<file path="src/rtl/mshr_pkg.sv">
`timescale 1ns / 1ps
package mshr_pkg;
    localparam int DefEntries    = 16;
    localparam int DefQueueDepth = 4;
    localparam int MaxOut        = 16;

    localparam logic [2:0] OP_ALLOC     = 3'd0;
    localparam logic [2:0] OP_FILL      = 3'd1;
    localparam logic [2:0] OP_PEEK      = 3'd2;
    localparam logic [2:0] OP_POP       = 3'd3;
    localparam logic [2:0] OP_LIST_OUT  = 3'd4;
    localparam logic [2:0] OP_CLEAR_OUT = 3'd5;
    localparam logic [2:0] OP_QUERY     = 3'd6;

    localparam logic [1:0] ST_OK    = 2'd0;
    localparam logic [1:0] ST_NONE  = 2'd1;
    localparam logic [1:0] ST_ERROR = 2'd2;

    typedef struct packed {
        logic       exec;      // single-result operation, apply and report
        logic       scan_init; // load scan pointer for a listing operation
        logic       scan_step; // examine one entry
    } mshr_cmd_t;

    typedef struct packed {
        logic scan_done;
    } mshr_sts_t;
endpackage

</file>
<file path="src/rtl/mshr_ctrl.sv">
`timescale 1ns / 1ps
module mshr_ctrl
    import mshr_pkg::*;
(
    input  logic       clk,
    input  logic       rst_n,
    input  logic       start,
    input  logic [2:0] operation,
    input  mshr_sts_t  sts,
    output mshr_cmd_t  cmd,
    output logic       busy
);
    typedef enum logic [2:0] {
        S_IDLE = 3'b001,
        S_INIT = 3'b010,
        S_SCAN = 3'b100
    } state_t;

    state_t state_reg, state_next;

    always_ff @(posedge clk or negedge rst_n)
    begin
        if (!rst_n)
        begin
            state_reg <= S_IDLE;
        end
        else
        begin
            state_reg <= state_next;
        end
    end

    always_comb
    begin
        state_next = state_reg;
        cmd = '0;
        case (state_reg)
            S_IDLE:
            begin
                if (start)
                begin
                    if (operation == OP_PEEK || operation == OP_LIST_OUT)
                    begin
                        cmd.scan_init = 1'b1;
                        state_next = S_SCAN;
                    end
                    else
                    begin
                        cmd.exec = 1'b1;
                        state_next = S_INIT;
                    end
                end
            end
            S_INIT:
            begin
                // turnaround state so state updates settle
                state_next = S_IDLE;
            end
            S_SCAN:
            begin
                cmd.scan_step = 1'b1;
                if (sts.scan_done)
                begin
                    state_next = S_IDLE;
                end
            end
            default:
            begin
                state_next = S_IDLE;
            end
        endcase
    end

    assign busy = (state_reg != S_IDLE);
endmodule

</file>
<file path="src/rtl/mshr_datapath.sv">
`timescale 1ns / 1ps
module mshr_datapath
    import mshr_pkg::*;
#(
    parameter int ENTRIES     = DefEntries,
    parameter int QUEUE_DEPTH = DefQueueDepth
)
(
    input  logic        clk,
    input  logic        rst_n,
    input  mshr_cmd_t   cmd,
    input  logic [2:0]  operation,
    input  logic [31:0] block_address,
    input  logic [15:0] request_tag,
    input  logic [3:0]  entry_index,
    output mshr_sts_t   sts,
    output logic        strobe,
    output logic [1:0]  status,
    output logic        found,
    output logic [3:0]  result_index,
    output logic [15:0] result_tag,
    output logic        last
);
    localparam int EW = (ENTRIES > 1) ? $clog2(ENTRIES) : 1;
    localparam int QW = (QUEUE_DEPTH > 1) ? $clog2(QUEUE_DEPTH) : 1;
    localparam int CW = $clog2(QUEUE_DEPTH + 1);
    localparam int SW = $clog2(ENTRIES + 1);
    localparam int TW = EW + QW;

    logic [ENTRIES-1:0] valid_reg, ready_reg, outst_reg;
    logic [31:0]        addr_reg [ENTRIES];
    logic [QW-1:0]      head_reg [ENTRIES];
    logic [CW-1:0]      count_reg [ENTRIES];
    logic [EW-1:0]      scan_start_reg;
    logic [15:0]        tags_mem [ENTRIES*QUEUE_DEPTH];

    // listing scan
    logic              peek_reg;
    logic [SW-1:0]     step_reg;
    logic [EW-1:0]     pos_reg;
    logic [4:0]        nfound_reg;
    logic              pend_reg;
    logic [EW-1:0]     pend_idx_reg;
    logic              emit_reg;
    logic [15:0]       pend_tag_reg;
    logic              fin_reg;

    logic [ENTRIES-1:0] match, merge_ok;
    logic               any_merge, any_free, any_match;
    logic [EW-1:0]      merge_idx, free_idx;
    logic               idx_ok;
    logic [EW-1:0]      idx;

    always_comb
    begin
        any_merge = 1'b0;
        any_free  = 1'b0;
        merge_idx = '0;
        free_idx  = '0;
        for (int i = ENTRIES - 1; i >= 0; i--)
        begin
            match[i]    = valid_reg[i] && addr_reg[i] == block_address;
            merge_ok[i] = match[i] && count_reg[i] < CW'(QUEUE_DEPTH);
            if (merge_ok[i])
            begin
                any_merge = 1'b1;
                merge_idx = EW'(i);
            end
            if (!valid_reg[i])
            begin
                any_free = 1'b1;
                free_idx = EW'(i);
            end
        end
        any_match = |match;
    end

    assign idx_ok = ({3'b000, entry_index} < 7'(ENTRIES));
    assign idx    = EW'(entry_index);

    // scan candidate
    logic          cand_hit;
    logic [EW-1:0] next_pos;
    always_comb
    begin
        cand_hit = peek_reg ? (valid_reg[pos_reg] && ready_reg[pos_reg])
                            : (valid_reg[pos_reg] && outst_reg[pos_reg]);
        next_pos = (pos_reg == EW'(ENTRIES - 1)) ? '0 : pos_reg + 1'b1;
    end
    logic scan_end;
    assign scan_end = (step_reg == SW'(ENTRIES - 1))
                   || (nfound_reg == 5'(MaxOut - 1) && cand_hit);
    assign sts.scan_done = cmd.scan_step && scan_end;

    // tail slot of the merge entry, wrapped at the queue depth
    logic [QW:0]   slot_sum;
    logic [TW-1:0] waddr;
    logic          we;
    always_comb
    begin
        we    = 1'b0;
        waddr = '0;
        slot_sum = {1'b0, head_reg[merge_idx]} + (QW+1)'(count_reg[merge_idx]);
        if (slot_sum >= (QW+1)'(QUEUE_DEPTH))
            slot_sum = slot_sum - (QW+1)'(QUEUE_DEPTH);
        if (cmd.exec && operation == OP_ALLOC && (any_merge || any_free))
        begin
            we = 1'b1;
            if (any_merge)
                waddr = TW'(merge_idx) * TW'(QUEUE_DEPTH) + TW'(slot_sum);
            else
                waddr = TW'(free_idx) * TW'(QUEUE_DEPTH);
        end
    end

    always_ff @(posedge clk)
    begin
        if (we)
        begin
            tags_mem[waddr] <= request_tag;
        end
    end

    // registered read of the head tag at the scan position
    logic [15:0]   rd_tag_reg;
    always_ff @(posedge clk)
    begin
        rd_tag_reg <= tags_mem[TW'(pos_reg) * TW'(QUEUE_DEPTH) + TW'(head_reg[pos_reg])];
    end

    always_ff @(posedge clk)
    begin
        if (cmd.exec && operation == OP_ALLOC && !any_merge && any_free)
            addr_reg[free_idx] <= block_address;
    end

    always_ff @(posedge clk or negedge rst_n)
    begin
        if (!rst_n)
        begin
            valid_reg <= '0;
            ready_reg <= '0;
            outst_reg <= '0;
            scan_start_reg <= '0;
            for (int i = 0; i < ENTRIES; i++)
            begin
                head_reg[i]  <= '0;
                count_reg[i] <= '0;
            end
            strobe <= 1'b0;
            status <= ST_OK;
            found <= 1'b0;
            result_index <= '0;
            result_tag <= '0;
            last <= 1'b0;
            peek_reg <= 1'b0;
            step_reg <= '0;
            pos_reg <= '0;
            nfound_reg <= '0;
            pend_reg <= 1'b0;
            pend_idx_reg <= '0;
            pend_tag_reg <= '0;
            emit_reg <= 1'b0;
        end
        else
        begin
            strobe <= 1'b0;
            // the tag of a hit lands in rd_tag_reg in the cycle after the hit
            emit_reg <= cmd.scan_step && cand_hit;
            if (emit_reg)
            begin
                pend_tag_reg <= rd_tag_reg;
            end
            if (cmd.exec)
            begin
                strobe <= 1'b1;
                found <= 1'b0;
                result_index <= '0;
                result_tag <= '0;
                last <= 1'b1;
                status <= ST_NONE;
                case (operation)
                    OP_ALLOC:
                    begin
                        if (any_merge)
                        begin
                            count_reg[merge_idx] <= count_reg[merge_idx] + 1'b1;
                            status <= ST_OK;
                        end
                        else if (any_free)
                        begin
                            valid_reg[free_idx] <= 1'b1;
                            outst_reg[free_idx] <= 1'b1;
                            head_reg[free_idx] <= '0;
                            count_reg[free_idx] <= CW'(1);
                            status <= ST_OK;
                        end
                    end
                    OP_FILL:
                    begin
                        ready_reg <= ready_reg | match;
                        status <= any_match ? ST_OK : ST_NONE;
                    end
                    OP_POP:
                    begin
                        if (!idx_ok || !valid_reg[idx] || count_reg[idx] == '0)
                            status <= ST_ERROR;
                        else
                        begin
                            status <= ST_OK;
                            count_reg[idx] <= count_reg[idx] - 1'b1;
                            if (count_reg[idx] == CW'(1))
                            begin
                                valid_reg[idx] <= 1'b0;
                                ready_reg[idx] <= 1'b0;
                                head_reg[idx] <= '0;
                            end
                            else
                                head_reg[idx] <= (head_reg[idx] == QW'(QUEUE_DEPTH - 1))
                                               ? '0 : head_reg[idx] + 1'b1;
                        end
                    end
                    OP_CLEAR_OUT:
                    begin
                        if (!idx_ok || !outst_reg[idx])
                            status <= ST_ERROR;
                        else
                        begin
                            status <= ST_OK;
                            outst_reg[idx] <= 1'b0;
                        end
                    end
                    OP_QUERY:
                    begin
                        status <= any_free ? ST_OK : ST_NONE;
                    end
                    default:
                    begin
                        status <= ST_NONE;
                    end
                endcase
            end
            if (cmd.scan_init)
            begin
                peek_reg <= (operation == OP_PEEK);
                pos_reg <= (operation == OP_PEEK) ? scan_start_reg : '0;
                step_reg <= '0;
                nfound_reg <= '0;
                pend_reg <= 1'b0;
                if (operation == OP_PEEK)
                    scan_start_reg <= (scan_start_reg == EW'(ENTRIES - 1))
                                    ? '0 : scan_start_reg + 1'b1;
            end
            if (cmd.scan_step)
            begin
                // a hit is held until the next hit or the end of the scan so its last flag is known
                if (cand_hit)
                begin
                    nfound_reg <= nfound_reg + 1'b1;
                    pend_reg <= 1'b1;
                    pend_idx_reg <= pos_reg;
                end
                if (pend_reg && (cand_hit || scan_end))
                begin
                    strobe <= 1'b1;
                    status <= ST_OK;
                    found <= 1'b1;
                    result_index <= 4'(pend_idx_reg);
                    result_tag <= emit_reg ? rd_tag_reg : pend_tag_reg;
                    last <= scan_end && !cand_hit;
                end
                if (scan_end && !pend_reg && !cand_hit)
                begin
                    strobe <= 1'b1;
                    status <= ST_NONE;
                    found <= 1'b0;
                    result_index <= '0;
                    result_tag <= '0;
                    last <= 1'b1;
                end
                pos_reg <= next_pos;
                step_reg <= step_reg + 1'b1;
            end
            if (fin_reg)
            begin
                strobe <= 1'b1;
                status <= ST_OK;
                found <= 1'b1;
                result_index <= 4'(pend_idx_reg);
                result_tag <= emit_reg ? rd_tag_reg : pend_tag_reg;
                last <= 1'b1;
                pend_reg <= 1'b0;
            end
        end
    end

    // final hit is flushed in the cycle after the scan ends
    always_ff @(posedge clk or negedge rst_n)
    begin
        if (!rst_n)
            fin_reg <= 1'b0;
        else
            fin_reg <= cmd.scan_step && scan_end && cand_hit;
    end
endmodule

</file>
<file path="src/rtl/miss_status_holding_table_core.sv">
`timescale 1ns / 1ps
// Miss status holding table. Allocate, fill, pop, clear outstanding and query
// free are single-result operations: the result is on the ports in the cycle
// right after the accepting edge, and busy stays high through the S_INIT
// turnaround state. Peek ready and list outstanding sweep the table one entry
// per cycle, stopping early at MaxOut hits, and emit one result per hit, each
// in the cycle after the next hit or the end of the sweep; the hit found on the
// last step is flushed through fin_reg. Busy stays high through the sweep and
// the flush_reg hold-off. Results appear for one cycle on strobe; the receiver
// cannot stall them. The table is clear after reset.
module miss_status_holding_table_core
    import mshr_pkg::*;
#(
    parameter int ENTRIES     = DefEntries,
    parameter int QUEUE_DEPTH = DefQueueDepth
)
(
    input  logic        clk,
    input  logic        rst_n,
    input  logic        start,
    output logic        busy,
    input  logic [2:0]  operation,
    input  logic [31:0] block_address,
    input  logic [15:0] request_tag,
    input  logic [3:0]  entry_index,
    output logic        strobe,
    output logic [1:0]  status,
    output logic        found,
    output logic [3:0]  result_index,
    output logic [15:0] result_tag,
    output logic        last
);
    mshr_cmd_t cmd;
    mshr_sts_t sts;
    logic      ctrl_busy;

    mshr_ctrl u_ctrl (
        .clk       (clk),
        .rst_n     (rst_n),
        .start     (start && !busy),
        .operation (operation),
        .sts       (sts),
        .cmd       (cmd),
        .busy      (ctrl_busy)
    );

    mshr_datapath #(
        .ENTRIES     (ENTRIES),
        .QUEUE_DEPTH (QUEUE_DEPTH)
    ) u_dp (
        .clk           (clk),
        .rst_n         (rst_n),
        .cmd           (cmd),
        .operation     (operation),
        .block_address (block_address),
        .request_tag   (request_tag),
        .entry_index   (entry_index),
        .sts           (sts),
        .strobe        (strobe),
        .status        (status),
        .found         (found),
        .result_index  (result_index),
        .result_tag    (result_tag),
        .last          (last)
    );

    // hold off during the final flush cycle of a sweep
    logic flush_reg;
    always_ff @(posedge clk or negedge rst_n)
    begin
        if (!rst_n)
            flush_reg <= 1'b0;
        else
            flush_reg <= sts.scan_done;
    end

    assign busy = ctrl_busy || flush_reg;
endmodule

</file>
<file path="config.mk">
export PLATFORM = sky130hd
export DESIGN_NAME = miss_status_holding_table_core
export DESIGN_NICKNAME = d
export VERILOG_FILES = /design/src/rtl/mshr_pkg.sv /design/src/rtl/mshr_ctrl.sv /design/src/rtl/mshr_datapath.sv /design/src/rtl/miss_status_holding_table_core.sv
export SDC_FILE = /design/constraint.sdc
export NUM_CORES = 2
export LEC_CHECK = 0
export BUFFER_PORTS_ARGS = -buffer_cell sky130_fd_sc_hd__buf_2
export CAP_MARGIN = 20
export CORE_MARGIN = 2
export CORE_UTILIZATION = 35
export CTS_CLUSTER_SIZE = 24
export DETAILED_ROUTE_END_ITERATION = 16
export GPL_TIMING_DRIVEN = 0
export PLACE_DENSITY = 0.52
export RECOVER_POWER = 25
export SLEW_MARGIN = 20
export SYNTH_ARGS = -nofsm -noshare
export SYNTH_HDL_FRONTEND = slang
export SYNTH_SLANG_ARGS = --single-unit
</file>
<file path="constraint.sdc">
create_clock -name clk -period 12.23 [get_ports clk]
set_clock_uncertainty 0.05 [all_clocks]
set_input_delay 1.8345 -clock clk [delete_from_list [all_inputs] [get_ports clk]]
set_output_delay 1.8345 -clock clk [all_outputs]
set_load 0.02 [all_outputs]
</file>
# ---- Yosys cells after proc, flatten, opt, wreduce, memory -nomap -nowiden
# Memory sizes are Yosys's and may differ from the RTL's. A register that Yosys moved wholly into a read port is not among the register bits.
# Index checks and enable logic that the tools add are counted.
dict set report totals {
  regBits 199
  latch_bits 0
  mem_bits_rw 1536
  romBits 0
  in_bits 58
  out_inout_bits 26
  elab_cells 427
  memories 2
}
# name words width read_ports rd_ports_with_merged_regs wr line_no
set mem_list {}
lappend mem_list {u_dp.tags_mem 64 16 1 1 1 mshr_datapath.sv:35} ;# logic [15:0] tags_mem [ENTRIES*QUEUE_DEPTH];
lappend mem_list {u_dp.addr_reg 16 32 16 0 1 mshr_datapath.sv:31} ;# logic [31:0] addr_reg [ENTRIES];
dict set report classes {
  addsub 11
  multipliers 0
  div 0
  n_lt_le_gt_ge 29
  eq_ne 39
  shifts 0
  n_mux 197
  bitwise 18
  reduce_logical 78
}
# operator n
set ops {}
lappend ops {{$eq A32 B32 Y1} 16}
lappend ops {{$mux W16} 15}
lappend ops {{$mux W4} 42}
lappend ops {{$mux W48} 3}
lappend ops {{$mux W32} 4}
lappend ops {{$and A32 B32 Y32} 3}
lappend ops {{$bwmux W48} 2}
lappend ops {{$not A32 Y32} 3}
lappend ops {{$pmux W16 S2} 3}
lappend ops {{$pmux W48 S2} 1}
lappend ops {{$mux W1} 69}
lappend ops {{$or A16 B16 Y16} 4}
lappend ops {{$pmux W32 S2} 1}
lappend ops {{$logic_and A1 B1 Y1} 52}
lappend ops {{$and A16 B16 Y16} 3}
lappend ops {{$lt A3 B3 Y1 const B} 16}
lappend ops {{$mux W2} 19}
lappend ops {{$demux W3 S4} 3}
lappend ops {{$mux W3} 11}
lappend ops {{$bwmux W32} 1}
lappend ops {{$mux W5} 5}
lappend ops {{$bmux W2 S4} 3}
lappend ops {{$bmux W3 S4} 2}
lappend ops {{$bmux W1 S4} 5}
lappend ops {{39 further kinds} 86}

# ---- Longest topological paths before layout
# An unclocked memory read counts as a cell.
dict set report logic_depth {
  depth_word 30
  depth_mapped 25
  depth_no_buf 20
}

# ---- By module
# Synthesis repeated with hierarchy kept, for this count alone.
dict set report unflattened {
  hier_cells 5763
  area_unflattened_um2 78185.0
}
# module instances cells_each area_per_inst_um2 seq_area_each_um2
set modules_own_cells {}
lappend modules_own_cells {mshr_datapath 1 5746 77986.0 51324.2}
lappend modules_own_cells {mshr_ctrl 1 14 160.2 76.3}
lappend modules_own_cells {miss_status_holding_table_core 1 3 38.8 25.0}

# ---- Worst setup path after synthesis
# Ideal clock, no wire load.
dict set report synth_path {
  path_type {input to register}
  startpoint {in block_address[28]}
  endpoint {mem u_dp.tags_mem[42][0] (enable)}
  setup_ps 388
  t_arrival_ps 7246
  required_time_ps 11792
  path_slack_ps 4545
  path_stages 22
  n_path_buf 5
  path_cell_list {buf_2 -> buf_2 -> xnor2_1 -> nand4_1 -> nor4_1 -> nand4_1 -> o21bai_1 -> a211o_1 -> a221oi_2 -> buf_2 -> buf_4 -> mux2i_1 -> o22ai_1 -> a221oi_1 -> nand2_1 -> ha_1 -> inv_1 -> fa_1 -> or4_1 -> nand2b_1 -> buf_2 -> nor2_1}
}
dict set report synth_via {
  elab_chain_cells 29
  word_cells_on_any_way 99
  classes_between {add/sub: 3; order compare: 1; eq/ne: 16; mux: 44; bitwise: 1; reduce/logical: 34}
}
# element line_no
set synth_lines {}
lappend synth_lines {{start: declaration} miss_status_holding_table_core.sv:23} ;# input logic [31:0] block_address,
lappend synth_lines {{$eq A32 B32 Y1} mshr_datapath.sv:62} ;# match[i] = valid_reg[i] && addr_reg[i] == block_address;
lappend synth_lines {{$logic_and A1 B1 Y1} mshr_datapath.sv:62}
lappend synth_lines {{$logic_and A1 B1 Y1} mshr_datapath.sv:63} ;# merge_ok[i] = match[i] && count_reg[i] < CW'(QUEUE_DEPTH);
lappend synth_lines {{$mux W4 (16 in a row)} mshr_datapath.sv:64} ;# if (merge_ok[i])
lappend synth_lines {{$not A4 Y5 (not written as such)} mshr_datapath.sv:103} ;# slot_sum = {1'b0, head_reg[merge_idx]} + (QW+1)'(count_reg[merge_idx]);
lappend synth_lines {{$bmux W2 S4 or $bmux W3 S4 (tied branches)} mshr_datapath.sv:103}
lappend synth_lines {{$mux W2 (not written as such) or $mux W3 (tied branches) (2 in a row)} mshr_datapath.sv:103}
lappend synth_lines {{$add A2 B3 Y3} mshr_datapath.sv:103}
lappend synth_lines {{$sub A3 B3 Y3 or $ge A3 B3 Y1 (tied branches)} {mshr_datapath.sv:105, mshr_datapath.sv:104}}
lappend synth_lines {{$mux W3} mshr_datapath.sv:104} ;# if (slot_sum >= (QW+1)'(QUEUE_DEPTH))
lappend synth_lines {{$add A6 B3 Y6} mshr_datapath.sv:110} ;# waddr = TW'(merge_idx) * TW'(QUEUE_DEPTH) + TW'(slot_sum);
lappend synth_lines {{$mux W6} mshr_datapath.sv:109} ;# if (any_merge)
lappend synth_lines {{$mux W6} mshr_datapath.sv:106} ;# if (cmd.exec && operation == OP_ALLOC && (any_merge || any_free))
lappend synth_lines {{end: declaration} mshr_datapath.sv:35}
# Parallel ways exist; a longest one is shown, timed or not. The select of a mux whose other input is x is not followed.

# ---- Final worst setup path
dict set report layout_path {
  startpoint {in block_address[0]}
  endpoint {mem u_dp.tags_mem[18][1] (enable)}
}
# The elaborated chain is that of the path after synthesis.

==> out/metrics.yaml <==
async_reset_ff_share_pct: 11.36
synth_top_family_by_area: "multiplexers"
power_density_mw_per_mm2: 187.2
p_sw_w: 0.004838
cts_buffers: 189
grt_pass1_vias: 44471
fin_crit_ns: 11.00
cts_tree: "done"
synth_adder_area_share_pct: 0.2545
min_to: "u_dp.result_index[3]"
core_mm2: 0.2148
die_h_um: 469.1
cts_root_buf: "clkbuf_16"
synth_top_area_share_pct: 60.92
setup_viol: 0
worstPathCellList: "clkbuf_1, buf_2, buf_4, xnor2_1, nand4_1, nor4b_1, nand4_1, o21bai_1, a211o_1, a221oi_2, buf_2, buf_4, mux2i_1, o22ai_1, a221oi_1, nand2_1, ha_1, inv_1, fa_1, or4_1, nand2b_1, buf_2, nor2_2, buf_6"
path_buf_inv: 8
crit_family: "buffers and inverters"
critPathLaunchType: "input pin"
syn-cell-area_mm2: 0.07572
synth_flop_cell: "edfxtp_1"
grt_max_degree: 89
cts_resized: 0
vdd_drop_max_mv: 0.1629
ys_seq_area_share_pct: 67.92
slowest_stage: "clkbuf_1"
yosysTopAreaCell: "edfxtp_1"
hp-start: "u_dp.result_index[3]"
regToRegEndpoint: "u_dp.tags_mem[18][1]"
reg2reg_depth: 20
syn_avg_cell_area_um2: 16.68
synth_edf_count: 1536
largest_reg_flops: 1024
synth_cell_types: 100
drc: 0
fmax_mhz: 90.92
cts_max_path_buffers: 3
drive_gt1_share_pct: 21.29
synthTopCellsByCount: "edfxtp_1 (1536), mux4_2 (393), xnor2_1 (316)"
min_path_cells: 2
violations: "capacitance limit, slew limit"
syn_inst: 4540
preCtsSetupSlack_ns: 1.329
yosysMostFrequentCell: "edfxtp_1"
grt_pass1_wl_um: 358300
initial_core_util_pct: 35.24
r2r-start: "u_dp.addr_reg[3][0]"
yosys-top-cells-area: "edfxtp_1 (61%), mux4_2 (12%), dfrtp_1 (6.5%)"
cts_max_level: 4
post_cts_buffers: 0
period_share_pct: 89.93
drt_iter0_markers: 6345
clk_pin_slew_ns: 0.06
die_area_mm2: 0.2201
outcome: "complete, but fails checks"
grt_overflow: 0
die_w_um: 469.1
clock-sinks: 1751
yosys.area_share.simple_pct: 7.626
io_pins: 84
place_congestion: 0.9519
intPower_w: 0.01153
hold_path_class: "reg2reg"
synth_xor_area_share_pct: 5.529
synth_compound_area_share_pct: 4.123
crit_arrival_ns: 11.47
synth_fp_nets: 4612
clock_latency_ns: 0.88
worst_slew_pin_slew_ns: 4.926
setup_slack_ns: 1.232
ctsHoldBuffers: 0
critPathMostFrequentCell: "buf_2"
instances_no_fill: 7911
wl_um: 258200
drv_slew: 1272
via_per_inst: 5.780
p_leak_nw: 27.76
buffer_ports.inserted: 82
clkPwrFrac_pct: 35.2
first_pass_iters: 6
pwr-share-comb_pct: 23.0
synth_mux_area_share_pct: 12.76
synth_seq_cells: 1751
swShare_pct: 29.56
tns_ns: 0
p_seq_share_pct: 41.8
reg2reg_setup_slack_ns: 4.18
crit_type: "in2reg"
rsz0062_at_grt: "false"
max_slew_margin_pct: -228.4
antenna_found_initial: 32
yosys_warnings: 0
core.rowCount: 170
dpl.cell_count: 7547
required_ns: 12.70
critPathMaxFanout: 18
total_power_w: 0.01637
syn2layout_area_growth_pct: 15.48
dp_hpwl_um: 174000
hold_viol: 0
vias: 45729
drv_cap: 40
slowest_delay_ns: 1.45
wl_per_cell_um: 32.64
fin_nets: 4975
ant_nets: 0
grt_usage_pct: 23.36
crit_path_end_kind: "flop"
-- logic make-up (layout without fill, tap and decap cells) --
logic type                 Yosys count  after routing
AOI/OAI and AO/OA                  467            467
muxes                              467            467
DFF                               1751           1751
buffers and inverters              284            808
other                                1             10
adders and majority gates           15             15
xor gates and xnor gates           478            478
and+or+nand+nor                   1077           1077
-- layer usage --
metal	GRT usage [%]	wire (um)	up-vias
met5	0	80	-
met4	7.362	8426	8
met3	4.997	23990	403
met2	35.01	115100	2363
met1	33.93	110600	24189
li1	-	-	18766
-- cell type report --
| class | count | area, um^2 |
|---|---|---|
| clock inverter | 126 | 1313 |
| tap | 2838 | 3551 |
| inverter | 55 | 206.4 |
| fill | 19519 | 127400 |
| multi-input combinational | 2505 | 23280 |
| antenna | 9 | 22.52 |
| sequential | 1751 | 51430 |
| clock buffer | 226 | 4910 |
| buffer | 229 | 1151 |
| timing repair buffer | 172 | 1575 |
-- metrics by stage --
step | area (um^2) | hold WS (ns) | util (%)
detailed placement | 81230 | 0.4160 | 37.81
global route | 87420 | 0.4286 | 40.69
global placement | 79680 | 0.4087 | 37.09
finish | 87430 | 0.4284 | 40.70
CTS | 87450 | 0.4210 | 40.71
floorplan | 75720 | 0.3717 | -
-- power groups by stage --
stage	clock (W)	combinational (W)	sequential, W
2_1_floorplan	0	0.00239	0.00687
3_3_place_gp	0	0.00376	0.00696
3_5_place_dp	0	0.00378	0.00695
4_1_cts	0.00586	0.00378	0.00683
5_1_grt	0.00611	0.00395	0.00685
6_report	0.00576	0.00376	0.00685
-- cell usage in the layout, fill, tap and decap left out, drive strengths merged, types with 11 or more instances in the layout --
master / Yosys / final
a21o: 26 / 26
a21oi: 56 / 56
a22o: 20 / 20
a31oi: 22 / 22
and2: 14 / 14
and3: 18 / 18
and4: 12 / 12
buf: 128 / 258
bufinv: 0 / 16
clkbuf: 101 / 369
clkinv: 0 / 93
dfrtp: 198 / 198
dfxtp: 16 / 16
edfxtp: 1536 / 1536
ha: 13 / 13
inv: 55 / 64
mux2: 55 / 55
mux2i: 19 / 19
mux4: 393 / 393
nand2: 199 / 199
nand2b: 91 / 91
nand3: 70 / 70
nand4: 155 / 155
nor2: 244 / 244
nor2b: 31 / 31
nor3: 52 / 52
nor4: 89 / 89
nor4b: 11 / 11
o211ai: 17 / 17
o21ai: 169 / 169
o22ai: 17 / 17
o311ai: 18 / 18
o31ai: 27 / 27
or3: 24 / 24
or4: 21 / 21
xnor2: 316 / 316
xor2: 162 / 162
-- worst min-delay path, cell delays in order (launching register included) --
cell and delay (ns):
dfrtp_1 0.34, nand2_1 0.05, o21ai_0 0.06
-- worst max-delay path by stage --
| stage | startpoint | to | slack (ns) | cells after the start |
|---|---|---|---|---|
| 2_1_floorplan | block_address[28] | u_dp.tags_mem[42][0] | 4.55 | 22 |
| 3_3_place_gp | block_address[19] | u_dp.tags_mem[8][10] | -0.24 | 25 |
| 3_5_place_dp | block_address[12] | u_dp.tags_mem[14][10] | 1.33 | 23 |
| 4_1_cts | block_address[12] | u_dp.tags_mem[14][13] | 2.21 | 23 |
| 5_1_grt | block_address[0] | u_dp.tags_mem[38][8] | 1.13 | 23 |
| 6_report | block_address[0] | u_dp.tags_mem[18][1] | 1.23 | 24 |
(Power assumes the default switching activity.)
